<file path="src/rtl/dafx_pkg.sv">
// ----------------------------------------------------------------------------
// dafx_pkg
// Types, codes and defaults shared by the feature transform modules.
// ----------------------------------------------------------------------------
`default_nettype none

package dafx_pkg;

  localparam int unsigned NUM_FEATURES_DEF = 40960;
  localparam int unsigned HIDDEN_DEF       = 256;
  localparam int unsigned CNT_W            = 9;
  localparam logic [6:0]  CLIP_MAX         = 7'd127;

  typedef enum logic [2:0] {
    FUNC_RESET     = 3'd0,
    FUNC_ADD       = 3'd1,
    FUNC_SUB       = 3'd2,
    FUNC_EMIT      = 3'd3,
    FUNC_WR_WEIGHT = 3'd4,
    FUNC_WR_BIAS   = 3'd5
  } func_e;

  typedef enum logic [1:0] {
    ST_IDLE,
    ST_RST,
    ST_FEAT,
    ST_EMIT
  } state_e;

  typedef struct packed {
    logic [2:0]         func;
    logic               side;
    logic [15:0]        feature;
    logic [7:0]         neuron;
    logic signed [15:0] value;
  } in_item_t;

  typedef struct packed {
    logic [5:0] group;
    logic [6:0] out0;
    logic [6:0] out1;
    logic [6:0] out2;
    logic [6:0] out3;
    logic [6:0] out4;
    logic [6:0] out5;
    logic [6:0] out6;
    logic [6:0] out7;
    logic       last;
  } out_item_t;

  typedef struct packed {
    logic             accept;
    logic             issue;
    state_e           op;
    logic [CNT_W-1:0] cnt;
  } ctl_t;

endpackage

`default_nettype wire

</file>
<file path="src/rtl/dafx_ctrl.sv">
// ----------------------------------------------------------------------------
// dafx_ctrl
// Sequencer: takes one item at a time and steps the memory sweeps.
// ----------------------------------------------------------------------------
`default_nettype none

module dafx_ctrl
  import dafx_pkg::*;
#(
  parameter int unsigned HIDDEN = HIDDEN_DEF
) (
  input  wire logic       clk_i,
  input  wire logic       rst_ni,
  input  wire logic       in_valid_i,
  input  wire logic [2:0] func_i,
  input  wire logic       feat_ok_i,
  input  wire logic       pend_i,
  input  wire logic       out_busy_i,
  output logic            in_stall_o,
  output ctl_t            ctl_o
);

  localparam int unsigned NumGroups = (2 * HIDDEN + 7) / 8;
  localparam logic [CNT_W-1:0] RstLast  = CNT_W'(2 * HIDDEN - 1);
  localparam logic [CNT_W-1:0] FeatLast = CNT_W'(HIDDEN - 1);
  localparam logic [CNT_W-1:0] EmitLast = CNT_W'(8 * NumGroups - 1);

  state_e           state_q, state_d;
  logic [CNT_W-1:0] cnt_q, cnt_d;
  logic             accept;
  logic             issue;
  logic             at_end;

  assign accept = in_valid_i && !in_stall_o;

  // outputs
  always_comb begin
    in_stall_o = 1'b1;
    issue      = 1'b0;
    at_end     = 1'b0;
    case (state_q)
      ST_IDLE: in_stall_o = pend_i;
      ST_RST: begin
        issue  = 1'b1;
        at_end = (cnt_q == RstLast);
      end
      ST_FEAT: begin
        issue  = 1'b1;
        at_end = (cnt_q == FeatLast);
      end
      ST_EMIT: begin
        // open a group only when the output register and read stage are clear
        issue  = !((cnt_q[2:0] == 3'd0) && (out_busy_i || pend_i));
        at_end = (cnt_q == EmitLast);
      end
      default: in_stall_o = 1'b1;
    endcase
  end

  // next state
  always_comb begin
    state_d = state_q;
    cnt_d   = cnt_q;
    case (state_q)
      ST_IDLE: begin
        cnt_d = '0;
        if (accept) begin
          case (func_i)
            FUNC_RESET: state_d = ST_RST;
            FUNC_ADD,
            FUNC_SUB:   state_d = feat_ok_i ? ST_FEAT : ST_IDLE;
            FUNC_EMIT:  state_d = ST_EMIT;
            default:    state_d = ST_IDLE;
          endcase
        end
      end
      ST_RST, ST_FEAT, ST_EMIT: begin
        if (issue) begin
          cnt_d = cnt_q + 1'b1;
          if (at_end) begin
            state_d = ST_IDLE;
          end
        end
      end
      default: state_d = ST_IDLE;
    endcase
  end

  always_ff @(posedge clk_i or negedge rst_ni) begin
    if (!rst_ni) begin
      state_q <= ST_IDLE;
      cnt_q   <= '0;
    end else begin
      state_q <= state_d;
      cnt_q   <= cnt_d;
    end
  end

  assign ctl_o = '{accept: accept, issue: issue, op: state_q, cnt: cnt_q};

endmodule

`default_nettype wire

</file>
<file path="config.mk">
export PLATFORM = sky130hd
export DESIGN_NAME = dafx_ctrl
export DESIGN_NICKNAME = d
export VERILOG_FILES = /design/src/rtl/dafx_pkg.sv /design/src/rtl/dafx_ctrl.sv
export SDC_FILE = /design/constraint.sdc
export NUM_CORES = 1
export LEC_CHECK = 0
export BUFFER_PORTS_ARGS = -buffer_cell sky130_fd_sc_hd__buf_4
export CAP_MARGIN = 20
export CORE_MARGIN = 4
export CORE_UTILIZATION = 48
export DETAILED_ROUTE_END_ITERATION = 16
export PLACE_DENSITY = 0.77
export SETUP_SLACK_MARGIN = 0.4
export SYNTH_ARGS = -nofsm -noshare
export SYNTH_HDL_FRONTEND = slang
export SYNTH_SLANG_ARGS = --single-unit
</file>
<file path="constraint.sdc">
create_clock -name clk_i -period 2.7 [get_ports clk_i]
set_input_delay 0.54 -clock clk_i [delete_from_list [all_inputs] [get_ports clk_i]]
set_output_delay 0.54 -clock clk_i [all_outputs]
set_load 0.01 [all_outputs]
</file>
==> metrics.md <==
| Metric | Value |
|---|---|
| Core Area | 1330 sq um |
| Largest net degree at the start of global routing | 13 |
| Ratio of cells with drive above 1 in the final layout | 33.0% |
| Layout area overhead | 29.3% |
| Longest Clk Path Bufs | 2 |
| Crit share post-route | 80.0% |
| Worst VDD drop | 0.340 mV |
| DR vias | 574 |
| # rows | 13 |
| RSZ-0062 raised after global routing | no |
| Max_cap viols | 0 |
| Hold Slack | 0.0958 ns |
| Pre-antenna DRT Iters | 1 |
| Worst-margin pin slew | 0.305 ns |
| Worst min path class | primary input to asynchronous set/reset pin |
| Final TNS setup | 0 ns |
| Max layer used | met4 |
| CTS tree | built |
| Hold-fix buffers, CTS | 0 |
| Final WL | 1440 um |
| Critical path cell sequence | inv_1, ha_1, nand2b_1, o21a_1, nor2_2, nor2_1, buf_4 |
| RD Place Congestion | 0.779 |
| Fin. max-slew vios | 0 |
| Final setup fails | 0 |
| Synthesized cell area | 688 sq um |
| Yosys top cell by area | dfrtp_1 |
| H-tree depth reported by CTS | 1 |
| Post-Syn Instances | 73 |
| Antenna Violating Nets Remaining | 0 |
| CP max-delay cell | dfrtp_1 |
| Asr flop ratio synth | 100% |
| Starting Density | 51.6% |
| Inserted Diodes | 0 |
| Sinks on Clock Net | 11 |
| Number of flops mapped to enable cells by yosys | 0 |
| Worst-Skew Late Latency | 0.27 ns |
| Relative slew slack | 79.6% |
| DRC violations left | 0 |
| Post-DP HPWL | 1140 um |
| Worst stage delay on the critical path | 0.41 ns |
| Metal3 WL | 109 um |
| Total Power | 0.653 mW |
| Gr ovfl total | 0 |
| Layout Utilization | 66.7% |
| Main synth FF type | dfrtp_1 |
| Distinct cells, synth | 25 |
| Worst Path Required | 2.16 ns |
| Die Y | 45.9 um |
| Max Clock Freq | 463 MHz |
| Chip width | 45.9 um |
| # nets final | 112 |
| Sequential element share of the synthesized area | 40.0% |
| Most instantiated cells after synthesis | dfrtp_1 (11), nor2_1 (11), a21oi_1 (5), ha_1 (5), inv_1 (5) |
| Wire length per cell | 12.9 um |
| Initial antenna violation count | 0 |
| Synthesized flop and latch total | 11 |
| Detailed Route Iter0 Violations | 0 |
| Worst Setup Path Type | flop to output pin |
| Skew final | 0.000623 ns |
| Worst EP arrival | 1.62 ns |
| Total CTS buffers | 3 |
| Leakage | 0.439 nW |
| Root Driver | clkbuf_4 |
| Clock transition at path regs | 0.07 ns |
| Area contributors post-synth | dfrtp_1 (40%), ha_1 (9.1%), nor2_1 (6.0%), xor2_1 (5.1%), a21oi_1 (3.6%) |
| Syn Nets | 87 |
| Gr usage total | 17.3% |
| CP max FO | 4 |
| Total die area | 2100 sq um |
| Vias per inst | 5.13 |
| IO Pins | 23 |
| Met2 Wirelength | 680 um |
| Post-synth top area share | 40.0% |
| Pwr dens | 734 nW/um^2 |
| Status | finished, final reports clean |
| YS warnings | 0 |
| R2R depth | 7 |
| Final Hold Viols | 0 |
| First-pass GRT wire length | 2620 um |
| CP Launch Type | flop |
| Worst setup EP type | output pin |
| Met1 Routed Length | 640 um |
| Minimum clock period | 2.16 ns |
| Vias in the first global route | 607 |
| Port Buffers | 22 |
| Syn_area_per_cell | 9.43 sq um |
-- area by class of cell --
type | instances | area, sq um
Fill cell | 124 | 444
Multi-Input combinational cell | 54 | 378
Sequential cell | 11 | 275
Timing Repair Buffer | 23 | 173
Clock buffer | 4 | 26.3
Inverter | 5 | 18.8
Tap cell | 15 | 18.8
-- sequential cells by signal, indices dropped and copies added (netlist names) --
register	flops
cnt_q	9
state_q	2
-- metrics by stage --
step                area [sq um]  setup WS (ns)  cells
floorplan                    688          0.760     73
global placement             861          0.743    108
detailed placement           861          0.700    108
CTS                          887          0.441    112
global route                 890          0.418    112
finish                       890          0.541    112
-- report_power, final --
group          switching (mW)  internal (mW)  total, mW
logic                   0.188          0.146      0.334
clock network          0.0562         0.0572      0.113
registers              0.0216          0.184      0.206
-- layer usage --
| layer | up-vias | GRT usage [%] |
|---|---|---|
| li1 | 295 | - |
| met1 | 260 | 21.5 |
| met2 | 17 | 28.0 |
| met3 | 2 | 4.74 |
| met4 | 0 | 6.82 |
| met5 | - | 0 |
-- logic make-up (layout without fill, tap and decap cells) --
kind of cell	Yosys count	count (layout)	synth area share [%]
simple gates	24	24	16.5
compound gates	16	16	16.5
flops	11	11	40.0
buf+inv	8	32	5.45
xor+xnor	6	6	7.64
fa+ha+maj	5	5	9.09
mux	3	3	4.73
-- timing repair --
| action | 4_1_cts | 5_1_grt |
|---|---|---|
| endpoints found under the hold margin | 0 | 0 |
| endpoints found under the setup margin | 0 | 1 |
| gates resized for setup | 0 | 1 |
| buffers inserted | 0 | 0 |
-- path summary, 6_finish.rpt --
kind                            start  slack (ns)          to
max                          cnt_q[0]        0.54   ctl_o[11]
min                            rst_ni         0.1    cnt_q[6]
max reg2reg                state_q[0]        0.69  state_q[0]
min reg2reg                state_q[1]        0.57  state_q[1]
max in group asynchronous      rst_ni        2.45  state_q[1]
min in group clk_i         state_q[1]        0.57  state_q[1]
-- worst max-delay path, delay by kind of cell, from the launching register on --
kind                       cells  cell delay [ns]
and+or+nand+nor                3             0.32
AOI/OAI and AO/OA              1             0.23
buffers and inverters          2             0.24
DFF                            1             0.41
adders and majority gates      1             0.15
-- cell usage in the layout (no fill, tap or decap) --
cell and count:
clkbuf_4 3, o311ai_2 1, ha_1 5, clkbuf_1 1, o21bai_1 1, nor2_1 10
o211ai_1 1, nand2_1 2, mux2i_1 1, nand3_1 3, xor2_1 4, dfrtp_1 11
xnor2_1 2, or3_1 3, nand2b_1 3, mux2_1 2, inv_1 5, or2_2 1
nor2_2 2, o2111ai_1 1, o21ai_0 4, buf_4 23, o2111a_2 1, a21oi_1 5
o21a_1 1, a21oi_2 1
(Power assumes the default switching activity.)
